[config.mk]
export PLATFORM = sky130hd
export DESIGN_NAME = char_lcd_text_buffer_cursor
export DESIGN_NICKNAME = d
export VERILOG_FILES = /design/src/hw/rtl/clcd_pkg.sv /design/src/hw/rtl/clcd_front.sv /design/src/hw/rtl/clcd_back.sv /design/src/hw/rtl/char_lcd_text_buffer_cursor.sv
export SDC_FILE = /design/constraint.sdc
export NUM_CORES = 1
export LEC_CHECK = 0
export BUFFER_PORTS_ARGS = -buffer_cell sky130_fd_sc_hd__buf_2
export CAP_MARGIN = 20
export CORE_MARGIN = 4
export CORE_UTILIZATION = 56
export CTS_CLUSTER_SIZE = 16
export DETAILED_ROUTE_END_ITERATION = 7
export HOLD_SLACK_MARGIN = 0.1
export PLACE_DENSITY = 0.79
export SKIP_CTS_REPAIR_TIMING = 1
export SLEW_MARGIN = 20
export SYNTH_ARGS = -nofsm -noshare
export SYNTH_HDL_FRONTEND = slang
export SYNTH_SLANG_ARGS = --single-unit
[constraint.sdc]
create_clock -name aclk -period 3.5 [get_ports aclk]
set_clock_uncertainty 0.2 [all_clocks]
set_input_delay 0.7 -clock aclk [delete_from_list [all_inputs] [get_ports aclk]]
set_output_delay 0.7 -clock aclk [all_outputs]
set_load 0.05 [all_outputs]
[src/hw/rtl/clcd_pkg.sv]
// Shared types and constants for the two-row character display store.
// No dependencies; every other file in hw/rtl refers to this package by scope.
`default_nettype none

package clcd_pkg;

    // Display geometry: the 4-bit cell column field fixes the row length
    localparam int COLUMNS     = 16;
    localparam int ROWS        = 2;
    localparam int CELLS       = ROWS * COLUMNS;
    localparam int IDX_W       = $clog2(CELLS);
    localparam int COL_W       = 4;
    localparam int CUR_COL_W   = 5;
    localparam int CHAR_W      = 8;

    // Command queue between front and back
    localparam int QUEUE_DEPTH = 2;
    localparam int QPTR_W      = $clog2(QUEUE_DEPTH);

    localparam logic [CHAR_W-1:0]    PRINT_LO = 8'd32;
    localparam logic [CHAR_W-1:0]    PRINT_HI = 8'd126;
    localparam logic [CHAR_W-1:0]    SPACE    = 8'h20;
    localparam logic [CUR_COL_W-1:0] LAST_COL = CUR_COL_W'(COLUMNS - 1);
    localparam logic [CUR_COL_W-1:0] END_COL  = CUR_COL_W'(COLUMNS);
    localparam logic [IDX_W-1:0]     LAST_IDX = IDX_W'(CELLS - 1);

    typedef enum logic [2:0] {
        OP_WRITE     = 3'd0,
        OP_CLEAR     = 3'd1,
        OP_CLEAR_EOL = 3'd2,
        OP_UP        = 3'd3,
        OP_DOWN      = 3'd4,
        OP_RIGHT     = 3'd5,
        OP_LEFT      = 3'd6,
        OP_SET_POS   = 3'd7
    } op_t;

    typedef enum logic [1:0] {
        BK_IDLE,
        BK_STREAM,
        BK_STATUS
    } back_state_t;

    // Input beat as it arrives on the port
    typedef struct packed {
        logic [2:0]           mode;
        logic [CHAR_W-1:0]    char_code;
        logic [1:0]           target_row;
        logic [4:0]           target_column;
    } cmd_in_t;

    // Classified command held in the queue
    typedef struct packed {
        op_t                  op;
        logic [CHAR_W-1:0]    char_code;
        logic                 printable;
        logic                 pos_ok;
        logic                 target_row;
        logic [CUR_COL_W-1:0] target_column;
    } cmd_t;

    // Result beat
    typedef struct packed {
        logic                 ok;
        logic                 cursor_row;
        logic [CUR_COL_W-1:0] cursor_column;
        logic                 has_cell;
        logic                 cell_row;
        logic [COL_W-1:0]     cell_column;
        logic [CHAR_W-1:0]    cell_char;
        logic                 last;
    } res_t;

endpackage

`default_nettype wire

[src/hw/rtl/clcd_front.sv]
// Front end: takes input beats, classifies them and holds them in a short queue.
// Depends on clcd_pkg.
`default_nettype none

module clcd_front (
    input  wire              aclk,
    input  wire              aresetn,
    input  wire              s_valid,
    output logic             s_ready,
    input  clcd_pkg::cmd_in_t s_data,
    output logic             cmd_valid,
    input  wire              cmd_ready,
    output clcd_pkg::cmd_t   cmd
);

    clcd_pkg::cmd_t                   entry_reg [clcd_pkg::QUEUE_DEPTH];
    logic [clcd_pkg::QPTR_W-1:0]      wr_ptr_reg, wr_ptr_next;
    logic [clcd_pkg::QPTR_W-1:0]      rd_ptr_reg, rd_ptr_next;
    logic [clcd_pkg::QPTR_W:0]        count_reg, count_next;
    clcd_pkg::cmd_t                   cls;
    logic                             push, pop;

    // Classify: decode the mode and range-check character and position
    always_comb begin
        cls.op            = clcd_pkg::op_t'(s_data.mode);
        cls.char_code     = s_data.char_code;
        cls.printable     = (s_data.char_code >= clcd_pkg::PRINT_LO) &&
                            (s_data.char_code <= clcd_pkg::PRINT_HI);
        cls.pos_ok        = (s_data.target_row <= 2'd1) &&
                            (s_data.target_column <= clcd_pkg::END_COL);
        cls.target_row    = s_data.target_row[0];
        cls.target_column = s_data.target_column;
    end

    assign s_ready   = (count_reg != (clcd_pkg::QPTR_W+1)'(clcd_pkg::QUEUE_DEPTH));
    assign cmd_valid = (count_reg != '0);
    assign cmd       = entry_reg[rd_ptr_reg];
    assign push      = s_valid && s_ready;
    assign pop       = cmd_valid && cmd_ready;

    // Queue pointers and fill count
    always_comb begin
        wr_ptr_next = push ? wr_ptr_reg + 1'b1 : wr_ptr_reg;
        rd_ptr_next = pop  ? rd_ptr_reg + 1'b1 : rd_ptr_reg;
        unique case ({push, pop})
            2'b10:   count_next = count_reg + 1'b1;
            2'b01:   count_next = count_reg - 1'b1;
            default: count_next = count_reg;
        endcase
    end

    always_ff @(posedge aclk) begin
        if (!aresetn) begin
            wr_ptr_reg <= '0;
            rd_ptr_reg <= '0;
            count_reg  <= '0;
        end else begin
            wr_ptr_reg <= wr_ptr_next;
            rd_ptr_reg <= rd_ptr_next;
            count_reg  <= count_next;
        end
    end

    // Queue storage
    always_ff @(posedge aclk) begin
        if (push) begin
            entry_reg[wr_ptr_reg] <= cls;
        end
    end

endmodule

`default_nettype wire

[src/hw/rtl/clcd_back.sv]
// Back end: executes queued commands on the cell store and cursor, then
// streams the frame or a status beat through an output register. Uses clcd_pkg.
`default_nettype none

module clcd_back (
    input  wire              aclk,
    input  wire              aresetn,
    input  wire              cmd_valid,
    output logic             cmd_ready,
    input  clcd_pkg::cmd_t   cmd,
    output logic             m_valid,
    input  wire              m_ready,
    output clcd_pkg::res_t   m_data
);

    clcd_pkg::back_state_t            state_reg, state_next;
    logic [clcd_pkg::IDX_W-1:0]       idx_reg, idx_next;
    logic                             row_reg, row_next;
    logic [clcd_pkg::CUR_COL_W-1:0]   col_reg, col_next;
    logic                             ok_reg, ok_next;
    logic [clcd_pkg::CHAR_W-1:0]      cells_reg [clcd_pkg::CELLS];
    logic                             m_valid_reg, m_valid_next;
    clcd_pkg::res_t                   m_data_reg, m_data_next;

    // Execution results for the command at the queue head
    logic                             ex_row, ex_ok, ex_stream;
    logic [clcd_pkg::CUR_COL_W-1:0]   ex_col;
    logic                             ex_clr_all, ex_wr;
    logic [clcd_pkg::CELLS-1:0]       ex_eol_mask;
    logic [clcd_pkg::IDX_W-1:0]       ex_wr_addr;
    logic                             pop, out_free;

    assign out_free  = !m_valid_reg || m_ready;
    assign pop       = (state_reg == clcd_pkg::BK_IDLE) && cmd_valid;
    assign cmd_ready = (state_reg == clcd_pkg::BK_IDLE);
    assign m_valid   = m_valid_reg;
    assign m_data    = m_data_reg;

    // Command execution: new cursor, cell writes, success and frame decision
    always_comb begin
        ex_row      = row_reg;
        ex_col      = col_reg;
        ex_ok       = 1'b1;
        ex_stream   = 1'b1;
        ex_clr_all  = 1'b0;
        ex_wr       = 1'b0;
        ex_eol_mask = '0;
        ex_wr_addr  = clcd_pkg::IDX_W'(int'(row_reg) * clcd_pkg::COLUMNS
                                      + int'(col_reg));
        unique case (cmd.op)
            clcd_pkg::OP_WRITE: begin
                if (cmd.printable) begin
                    ex_wr = 1'b1;
                    if (col_reg < clcd_pkg::LAST_COL) begin
                        ex_col = col_reg + 1'b1;
                    end else begin
                        // row end: store in last column, wrap only from row 0
                        ex_wr_addr = clcd_pkg::IDX_W'(int'(row_reg) * clcd_pkg::COLUMNS
                                                     + clcd_pkg::COLUMNS - 1);
                        if (!row_reg) begin
                            ex_row = 1'b1;
                            ex_col = '0;
                        end
                    end
                end
            end
            clcd_pkg::OP_CLEAR: begin
                ex_clr_all = 1'b1;
                ex_row     = 1'b0;
                ex_col     = '0;
            end
            clcd_pkg::OP_CLEAR_EOL: begin
                for (int j = 0; j < clcd_pkg::COLUMNS; j++) begin
                    if (clcd_pkg::CUR_COL_W'(j) >= col_reg) begin
                        ex_eol_mask[int'(row_reg) * clcd_pkg::COLUMNS + j] = 1'b1;
                    end
                end
            end
            clcd_pkg::OP_UP: begin
                if (!row_reg) begin
                    ex_ok     = 1'b0;
                    ex_stream = 1'b0;
                end else begin
                    ex_row = 1'b0;
                end
            end
            clcd_pkg::OP_DOWN: begin
                if (row_reg) begin
                    ex_ok     = 1'b0;
                    ex_stream = 1'b0;
                end else begin
                    ex_row = 1'b1;
                end
            end
            clcd_pkg::OP_RIGHT: begin
                if (col_reg >= clcd_pkg::END_COL) begin
                    if (row_reg) begin
                        ex_ok     = 1'b0;
                        ex_stream = 1'b0;
                    end else begin
                        ex_row = 1'b1;
                        ex_col = '0;
                    end
                end else begin
                    ex_col = col_reg + 1'b1;
                end
            end
            clcd_pkg::OP_LEFT: begin
                if (col_reg == '0) begin
                    if (!row_reg) begin
                        ex_ok     = 1'b0;
                        ex_stream = 1'b0;
                    end else begin
                        ex_row = 1'b0;
                        ex_col = clcd_pkg::END_COL;
                    end
                end else begin
                    ex_col = col_reg - 1'b1;
                end
            end
            clcd_pkg::OP_SET_POS: begin
                ex_stream = 1'b0;
                ex_ok     = cmd.pos_ok;
                if (cmd.pos_ok) begin
                    ex_row = cmd.target_row;
                    ex_col = cmd.target_column;
                end
            end
            default: begin
                ex_ok = 1'b1;
            end
        endcase
    end

    // Next state
    always_comb begin
        state_next = state_reg;
        unique case (state_reg)
            clcd_pkg::BK_IDLE: begin
                if (cmd_valid) begin
                    state_next = ex_stream ? clcd_pkg::BK_STREAM : clcd_pkg::BK_STATUS;
                end
            end
            clcd_pkg::BK_STREAM: begin
                if (out_free && idx_reg == clcd_pkg::LAST_IDX) begin
                    state_next = clcd_pkg::BK_IDLE;
                end
            end
            clcd_pkg::BK_STATUS: begin
                if (out_free) begin
                    state_next = clcd_pkg::BK_IDLE;
                end
            end
            default: state_next = clcd_pkg::BK_IDLE;
        endcase
    end

    // Outputs: cursor update, frame index and output register load
    always_comb begin
        row_next     = row_reg;
        col_next     = col_reg;
        ok_next      = ok_reg;
        idx_next     = idx_reg;
        m_valid_next = m_valid_reg && !m_ready;
        m_data_next  = m_data_reg;
        unique case (state_reg)
            clcd_pkg::BK_IDLE: begin
                if (pop) begin
                    row_next = ex_row;
                    col_next = ex_col;
                    ok_next  = ex_ok;
                    idx_next = '0;
                end
            end
            clcd_pkg::BK_STREAM: begin
                if (out_free) begin
                    m_valid_next              = 1'b1;
                    m_data_next.ok            = 1'b1;
                    m_data_next.cursor_row    = row_reg;
                    m_data_next.cursor_column = col_reg;
                    m_data_next.has_cell      = 1'b1;
                    m_data_next.cell_row      = idx_reg[clcd_pkg::IDX_W-1];
                    m_data_next.cell_column   = idx_reg[clcd_pkg::COL_W-1:0];
                    m_data_next.cell_char     = cells_reg[idx_reg];
                    m_data_next.last          = (idx_reg == clcd_pkg::LAST_IDX);
                    idx_next                  = idx_reg + 1'b1;
                end
            end
            clcd_pkg::BK_STATUS: begin
                if (out_free) begin
                    m_valid_next              = 1'b1;
                    m_data_next.ok            = ok_reg;
                    m_data_next.cursor_row    = row_reg;
                    m_data_next.cursor_column = col_reg;
                    m_data_next.has_cell      = 1'b0;
                    m_data_next.cell_row      = 1'b0;
                    m_data_next.cell_column   = '0;
                    m_data_next.cell_char     = '0;
                    m_data_next.last          = 1'b1;
                end
            end
            default: begin
                m_valid_next = 1'b0;
            end
        endcase
    end

    // Control registers
    always_ff @(posedge aclk) begin
        if (!aresetn) begin
            state_reg   <= clcd_pkg::BK_IDLE;
            idx_reg     <= '0;
            row_reg     <= 1'b0;
            col_reg     <= '0;
            ok_reg      <= 1'b0;
            m_valid_reg <= 1'b0;
        end else begin
            state_reg   <= state_next;
            idx_reg     <= idx_next;
            row_reg     <= row_next;
            col_reg     <= col_next;
            ok_reg      <= ok_next;
            m_valid_reg <= m_valid_next;
        end
    end

    always_ff @(posedge aclk) begin
        m_data_reg <= m_data_next;
    end

    // Cell store: clears are per-cell and independent, one character write
    always_ff @(posedge aclk) begin
        if (!aresetn) begin
            for (int j = 0; j < clcd_pkg::CELLS; j++) begin
                cells_reg[j] <= clcd_pkg::SPACE;
            end
        end else if (pop) begin
            for (int j = 0; j < clcd_pkg::CELLS; j++) begin
                if (ex_clr_all || ex_eol_mask[j]) begin
                    cells_reg[j] <= clcd_pkg::SPACE;
                end else if (ex_wr && ex_wr_addr == clcd_pkg::IDX_W'(j)) begin
                    cells_reg[j] <= cmd.char_code;
                end
            end
        end
    end

endmodule

`default_nettype wire

[src/hw/rtl/char_lcd_text_buffer_cursor.sv]
// A command is executed when the back end accepts it; the stream or status state then loads
// its first result beat into the output register. A frame command sends one cell beat per
// cycle for all 32 cells while the output is free; a status-only command sends one beat.
// The two-entry command queue lets new beats in while a frame is still streaming.
// Reset: synchronous, active low; all cells read as spaces, cursor at row 0 column 0.
// Top level: front end (classify and queue) feeding back end (execute and stream).
`default_nettype none

module char_lcd_text_buffer_cursor (
    input  wire               aclk,
    input  wire               aresetn,
    input  wire               s_valid,
    output logic              s_ready,
    input  clcd_pkg::cmd_in_t s_data,
    output logic              m_valid,
    input  wire               m_ready,
    output clcd_pkg::res_t    m_data
);

    logic           cmd_valid, cmd_ready;
    clcd_pkg::cmd_t cmd;

    clcd_front u_front (
        .aclk      (aclk),
        .aresetn   (aresetn),
        .s_valid   (s_valid),
        .s_ready   (s_ready),
        .s_data    (s_data),
        .cmd_valid (cmd_valid),
        .cmd_ready (cmd_ready),
        .cmd       (cmd)
    );

    clcd_back u_back (
        .aclk      (aclk),
        .aresetn   (aresetn),
        .cmd_valid (cmd_valid),
        .cmd_ready (cmd_ready),
        .cmd       (cmd),
        .m_valid   (m_valid),
        .m_ready   (m_ready),
        .m_data    (m_data)
    );

`ifndef SYNTHESIS
    // A status beat always closes its command
    a_status_last: assert property (@(posedge aclk) disable iff (!aresetn)
        m_valid && !m_data.has_cell |-> m_data.last)
        else $error("status beat without last");

    // Frame beats only follow a successful command
    a_cell_ok: assert property (@(posedge aclk) disable iff (!aresetn)
        m_valid && m_data.has_cell |-> m_data.ok)
        else $error("frame beat on refused command");

    // Cursor column never goes beyond the past-end position
    a_col_range: assert property (@(posedge aclk) disable iff (!aresetn)
        m_valid |-> m_data.cursor_column <= clcd_pkg::END_COL)
        else $error("cursor column out of range");

    // Frame beats run back to back once the previous one is taken
    a_stream_next: assert property (@(posedge aclk) disable iff (!aresetn)
        m_valid && m_ready && m_data.has_cell && !m_data.last |=>
        m_valid && m_data.has_cell &&
        ({m_data.cell_row, m_data.cell_column} ==
         $past({m_data.cell_row, m_data.cell_column}) + 5'd1))
        else $error("frame stream broken");
`endif

endmodule

`default_nettype wire
==> metrics.md, run 1 <==
| Metric | Value |
|---|---|
| EDFF count, synth | `316` |
| Largest cells by area after synthesis | `edfxtp_1 59%, mux4_2 11%, nor2_1 5.4%, dfxtp_1 3.1%, nand2b_1 1.7%` |
| Share of the synthesized area in the top cell type | `0.594` |
| # setup viols final | `0` |
| Placer Congestion | `0.972` |
| Number of flip-flops under the largest register name | `256` |
| Post-Layout Cell Count | `1,643` |
| Largest net degree at the start of global routing | `44` |
| VDD IR max | `0.464 mV` |
| First-pass GRT wire length | `63,700 um` |
| DR pass1 iterations | `5` |
| Period utilization | `0.960` |
| Most frequent cells in the layout | `316 x edfxtp_1, 230 x nor2_1, 80 x mux4_2` |
| Vias after detailed routing | `10.6k` |
| DP HPWL | `28,600 um` |
| Reg power frac | `0.423` |
| PnR Total Power | `12,500 uW` |
| CP peak stage delay | `530 ps` |
| Total GRT Usage | `0.268` |
| Worst Setup SP | `u_front.entry_reg[1][16]` |
| Place WS | `211 ps` |
| Die X | `177 um` |
| GRT Residual Overflow | `0` |
| Sw frac | `0.343` |
| Final hold vios | `0` |
| Syn. warnings | `0` |
| Clock-pin slew on the worst setup and hold paths | `60 ps` |
| Vias in the first global route | `10.7k` |
| H-tree depth | `2` |
| Share of cells above drive strength 1 | `0.228` |
| Met2 Use GR | `0.427` |
| CP Class | `register to register` |
| Commonest register cell after synthesis | `edfxtp_1` |
| Crit. End Element | `register` |
| Die H | `177 um` |
| FF+latch count, synth | `341` |
| RSZ-0062 raised after global routing | `no` |
| Area grow syn2layout | `12.9%` |
| IO Count | `46` |
| Wire per inst | `25.0 um` |
| Mapped cell area | `16,000 um^2` |
| Commonest non-fill, non-tap cell in the layout | `edfxtp_1` |
| Fin Setup TNS | `0 ps` |
| Area leader, netlist | `edfxtp_1` |
| Pwr/cell area | `695 nW/um^2` |
| Initial antenna violation count | `0` |
| Clock Latency Late Sink | `510 ps` |
| Logic pwr share | `0.293` |
| Largest delay contributor family on the critical path | `compound AO/OA/AOI/OAI gates` |
| RR Startpoint | `u_front.entry_reg[1][16]` |
| Drt via density | `6.46` |
| Register area share after synthesis | `0.626` |
| TritonCTS Buffers | `35` |
| Leakage | `0.00600 uW` |
| Int Pwr | `8240 uW` |
| Worst slew margin | `0.304` |
| Post-route worst setup slack | `141 ps` |
| Placed Cells | `1,580` |
| Crit-path most repeated cell | `buf_4` |
| Power share of the clock group | `0.284` |
| Psw | `4300 uW` |
| Port buffer count | `45` |
| CTS tree | `yes` |
| Crit-path max FO | `16` |
| Antenna-violating nets left | `0` |
| Ant. Diodes | `0` |
| Number of placement rows | `61` |
| Initial drt markers | `1,285` |
| Critical path arrival | `3380 ps` |
| Clk buf depth | `3` |
| CP Cell Sequence | `or3b_1 -> a221oi_4 -> mux2i_1 -> buf_4 -> o2111ai_2 -> o21ai_0 -> buf_4` |
| Async S/R FF share, synth | `0` |
| Routing usage on met3 | `0.0592` |
| Global routing usage on met1 | `0.363` |
| Hold Startpoint | `s_data[5]` |
| Startpoint types | `register` |
| CTS sink cnt | `341` |
| Least-Margin Pin Slew | `1030 ps` |
| Initial core utilization | `0.572` |
| Nets@finish | `1,275` |
| Mean Syn Cell Area | `13.7 um^2` |
| Achievable Freq | `298 MHz` |
| CP bufs+invs | `2` |
| Clock Tree Root | `clkbuf_16` |
| CP max stage cell | `or3b_1` |
| Gate Count Post-Synth | `1,167` |
| Minimum clock period after layout | `3360 ps` |
| Final slew viol count | `0` |
| Synthesized net count | `1,203` |
| Status | `completed` |
| DRC | `0` |
| Grt peak-use layer | `met2` |
| Drt total wl | `41,100 um` |
| Die Area | `31,300 um^2` |
| Filler instances | `1,992` |
| Core ar. | `27,900 um^2` |
| Tightest Hold Check Type | `input port to register` |
| Distinct cell type count after synthesis | `73` |
| Req. time, crit path | `3520 ps` |
| Number of max-cap violations | `0` |
stage by stage:
stage          utilization  cell area [um^2]  hold WS (ps)
6_report             0.646             18000           183
5_1_grt              0.646             18000           167
4_1_cts              0.646             18000           165
3_5_place_dp         0.606             16900           294
3_3_place_gp         0.606             16900           296
2_1_floorplan            -             16000           206
Yosys cell counts (all sizes together) (6+ instances only):
library cell,number
a21oi,32
a22o,12
and3,6
buf,22
clkbuf,59
dfxtp,25
edfxtp,316
ha,14
inv,10
mux2i,19
mux4,80
nand2,27
nand2b,43
nand3,25
nand4,28
nor2,231
nor2b,10
nor3,52
o211ai,16
o21ai,27
o221ai,7
power by group through the flow:
stage          logic (uW)  clock network [uW]  registers [uW]
2_1_floorplan        2050                   0            5670
3_3_place_gp         3580                   0            5360
3_5_place_dp         3610                   0            5390
4_1_cts              3620                3600            5310
5_1_grt              3880                3790            5350
6_report             3670                3560            5310
area by class of cell:
cell class | count | area (um^2) | area share
clock inverters | 20 | 138 | 0.00763
flip-flops and latches | 341 | 9990 | 0.554
multi-input cells | 734 | 5650 | 0.313
inverters | 11 | 41.3 | 0.00229
well taps | 378 | 473 | 0.0262
repair buffers | 116 | 783 | 0.0434
clock buffers | 43 | 958 | 0.0531
layer usage:
metal | wire length, um | up-vias
met5 | 0 | -
met4 | 1780 | 0
met3 | 4080 | 107
met2 | 19700 | 651
met1 | 15600 | 5215
li1 | - | 4645
worst paths after layout:
kind / endpoint / slack [ps] / cells after the start
worst min-delay path: u_front.entry_reg[1][5] / 180 / 1
worst max-delay path: u_back.cells_reg[3][0] / 140 / 7
worst max register to register: u_back.cells_reg[3][0] / 140 / 7
worst min register to register: u_front.rd_ptr_reg / 320 / 2
kinds of logic after synthesis:
group                    synth area share
XOR/XNOR                          0.00439
multiplexers                        0.128
flip-flops                          0.626
AND/OR/NAND/NOR                     0.139
buffers and inverters              0.0232
adder cells (fa/ha/maj)            0.0110
AO/OA/AOI/OAI                      0.0680
No activity file was read; power rests on OpenSTA's default activity.
==> run 2, diff against run 1 <==
--- a/config.mk
+++ b/config.mk
@@ -9,6 +9,7 @@
 export CAP_MARGIN = 20
 export CORE_MARGIN = 4
 export CORE_UTILIZATION = 56
+export CTS_BUF_LIST = sky130_fd_sc_hd__clkbuf_16
 export CTS_CLUSTER_SIZE = 16
 export DETAILED_ROUTE_END_ITERATION = 7
 export HOLD_SLACK_MARGIN = 0.1
==> run 2 against run 1 <==
  * Global-route usage about the same
  * Combinational power hardly changed
  * Utilization barely moved
  * Cell count did not move
  * Critical endpoint unchanged
  * Via count up 0.18%
  * Sequential power about the same
  * Die area did not move
  * Clock-buffer cell count decreased by 6
  * Critical path depth stayed put
  * Hold slack is essentially flat
  * Register-to-register slack worse by 20 ps
==> metrics.md, run 2 (synthesis results as in run 1) <==
| Metric | Value |
|---|---|
| Placer Congestion | `0.972 (unchanged)` |
| CP Class | `register to register (unchanged)` |
| CP max stage cell | `or3b_1 (unchanged)` |
| Final hold vios | `0 (unchanged)` |
| Worst slew margin | `0.260 (was 0.304)` |
| Area grow syn2layout | `12.9% (about the same)` |
| Vias in the first global route | `10.7k (about the same)` |
| Clock Latency Late Sink | `510 ps (about the same)` |
| Die Area | `31,300 um^2 (unchanged)` |
| VDD IR max | `0.465 mV (was 0.464 mV)` |
| Vias after detailed routing | `10.6k (about the same)` |
| Post-route worst setup slack | `117 ps (was 141 ps)` |
| Utilization after layout | `0.645 (was 0.646)` |
| Ant. Diodes | `0 (unchanged)` |
| Req. time, crit path | `3520 ps (about the same)` |
| Initial drt markers | `1,297 (was 1,285)` |
| Drt via density | `6.47 (was 6.46)` |
| Nets@finish | `1,275 (unchanged)` |
| Port buffer count | `45 (unchanged)` |
| Number of flip-flops under the largest register name | `256 (unchanged)` |
| Placed Cells | `1,580 (unchanged)` |
| Achievable Freq | `296 MHz (was 298 MHz)` |
| Fin Setup TNS | `0 ps (unchanged)` |
| CP peak stage delay | `530 ps (about the same)` |
| Antenna-violating nets left | `0 (unchanged)` |
| Initial antenna violation count | `0 (unchanged)` |
| H-tree depth | `2 (unchanged)` |
| RSZ-0062 raised after global routing | `no (unchanged)` |
| CTS sink cnt | `341 (unchanged)` |
| Filler instances | `1,993 (was 1,992)` |
| First-pass GRT wire length | `63,700 um (about the same)` |
| Die H | `177 um (unchanged)` |
| Clock-pin slew on the worst setup and hold paths | `60 ps (about the same)` |
| Total GRT Usage | `0.268 (about the same)` |
| Number of max-cap violations | `0 (unchanged)` |
| Critical path arrival | `3410 ps (was 3380 ps)` |
| CP Cell Sequence | `or3b_1 -> a221oi_4 -> mux2i_1 -> buf_4 -> o2111ai_2 -> o21ai_0 -> buf_4 (unchanged)` |
| Tightest Hold Check Type | `input port to register (unchanged)` |
| Minimum clock period after layout | `3380 ps (was 3360 ps)` |
| Number of placement rows | `61 (unchanged)` |
| Post-Layout Cell Count | `1,643 (unchanged)` |
| Crit. End Element | `register (unchanged)` |
| Final slew viol count | `0 (unchanged)` |
| Least-Margin Pin Slew | `1100 ps (was 1030 ps)` |
| IO Count | `46 (unchanged)` |
| Largest net degree at the start of global routing | `44 (unchanged)` |
| Placed Area | `16,900 um^2 (unchanged)` |
| DP HPWL | `28,600 um (unchanged)` |
| Crit-path most repeated cell | `buf_4 (unchanged)` |
| Share of cells above drive strength 1 | `0.227 (was 0.228)` |
| Core ar. | `27,900 um^2 (unchanged)` |
| Design area | `18,000 um^2 (about the same)` |
| Wire per inst | `25.0 um (about the same)` |
| Drt total wl | `41,100 um (about the same)` |
| DR pass1 iterations | `6 (was 5)` |
| Commonest non-fill, non-tap cell in the layout | `edfxtp_1 (unchanged)` |
| TritonCTS Buffers | `35 (unchanged)` |
| Most frequent cells in the layout | `316 x edfxtp_1, 230 x nor2_1, 80 x mux4_2 (unchanged)` |
| Period utilization | `0.967 (was 0.960)` |
| Multi-input gate area | `5650 um^2 (unchanged)` |
| Pwr/cell area | `694 nW/um^2 (was 695 nW/um^2)` |
| Leakage | `0.00602 uW (was 0.00600 uW)` |
| # setup viols final | `0 (unchanged)` |
| CTS tree | `yes (unchanged)` |
| Startpoint types | `register (unchanged)` |
| Die X | `177 um (unchanged)` |
| Crit-path max FO | `16 (unchanged)` |
| Status | `completed (unchanged)` |
| Seq. cell area | `9990 um^2 (unchanged)` |
| DRC | `0 (unchanged)` |
| Clock Tree Root | `clkbuf_16 (unchanged)` |
| GRT Residual Overflow | `0 (unchanged)` |
| Place WS | `211 ps (unchanged)` |
| Clk buf depth | `3 (unchanged)` |
| Initial core utilization | `0.572 (unchanged)` |
==> run 2: cell count changes in the layout (fill, tap and decap cells not counted) <==
cell / change
inv_1: +5
clkbuf_8: -1
clkinv_1: +1
clkbuf_1: -5
==> run 2: worst paths after layout <==
path	startpoint	end	slack, ps	cells after the start
setup / recovery	u_front.entry_reg[1][16]	u_back.cells_reg[3][0]	120	7
hold / removal	s_data[5]	u_front.entry_reg[1][5]	180	1
hold reg to reg	u_front.rd_ptr_reg	u_front.rd_ptr_reg	320	2
setup reg to reg	u_front.entry_reg[1][16]	u_back.cells_reg[3][0]	120	7
==> run 2: through the flow <==
step,power [uW],hold WS [ps]
CTS,12500,165
detailed placement,9000,294
finish,12500,183
global route,13000,167
global placement,8950,296
floorplan,7730,206
==> run 2: routing by layer <==
| layer | wire (um) | GRT usage | vias up |
|---|---|---|---|
| met5 | 0 | 0 | - |
| met4 | 1910 | 0.113 | 0 |
| met3 | 4080 | 0.0592 | 118 |
| met2 | 19500 | 0.428 | 644 |
| met1 | 15500 | 0.362 | 5232 |
| li1 | - | - | 4643 |
==> run 2: final cells by class <==
class                   instances  share of cell area
clock buffers                  37              0.0514
multi-input cells             734               0.313
repair buffers                116              0.0435
flip-flops and latches        341               0.555
clock inverters                26             0.00889
well taps                     378              0.0262
inverters                      11             0.00229
==> run 2: critical path: cells and delay by family, from the launching register on <==
kind	cells	cell delay (ps)
AOI/OAI and AO/OA	3	1130
and+or+nand+nor	1	530
buffers and inverters	2	490
DFF	1	480
muxes	1	260
==> run 2: power by group <==
part           internal (uW)  switching (uW)  leakage [uW]
sequential              5090             223       0.00331
combinational           1120            2560       0.00216
clock                   2000            1530      0.000546
total                   8200            4310       0.00602
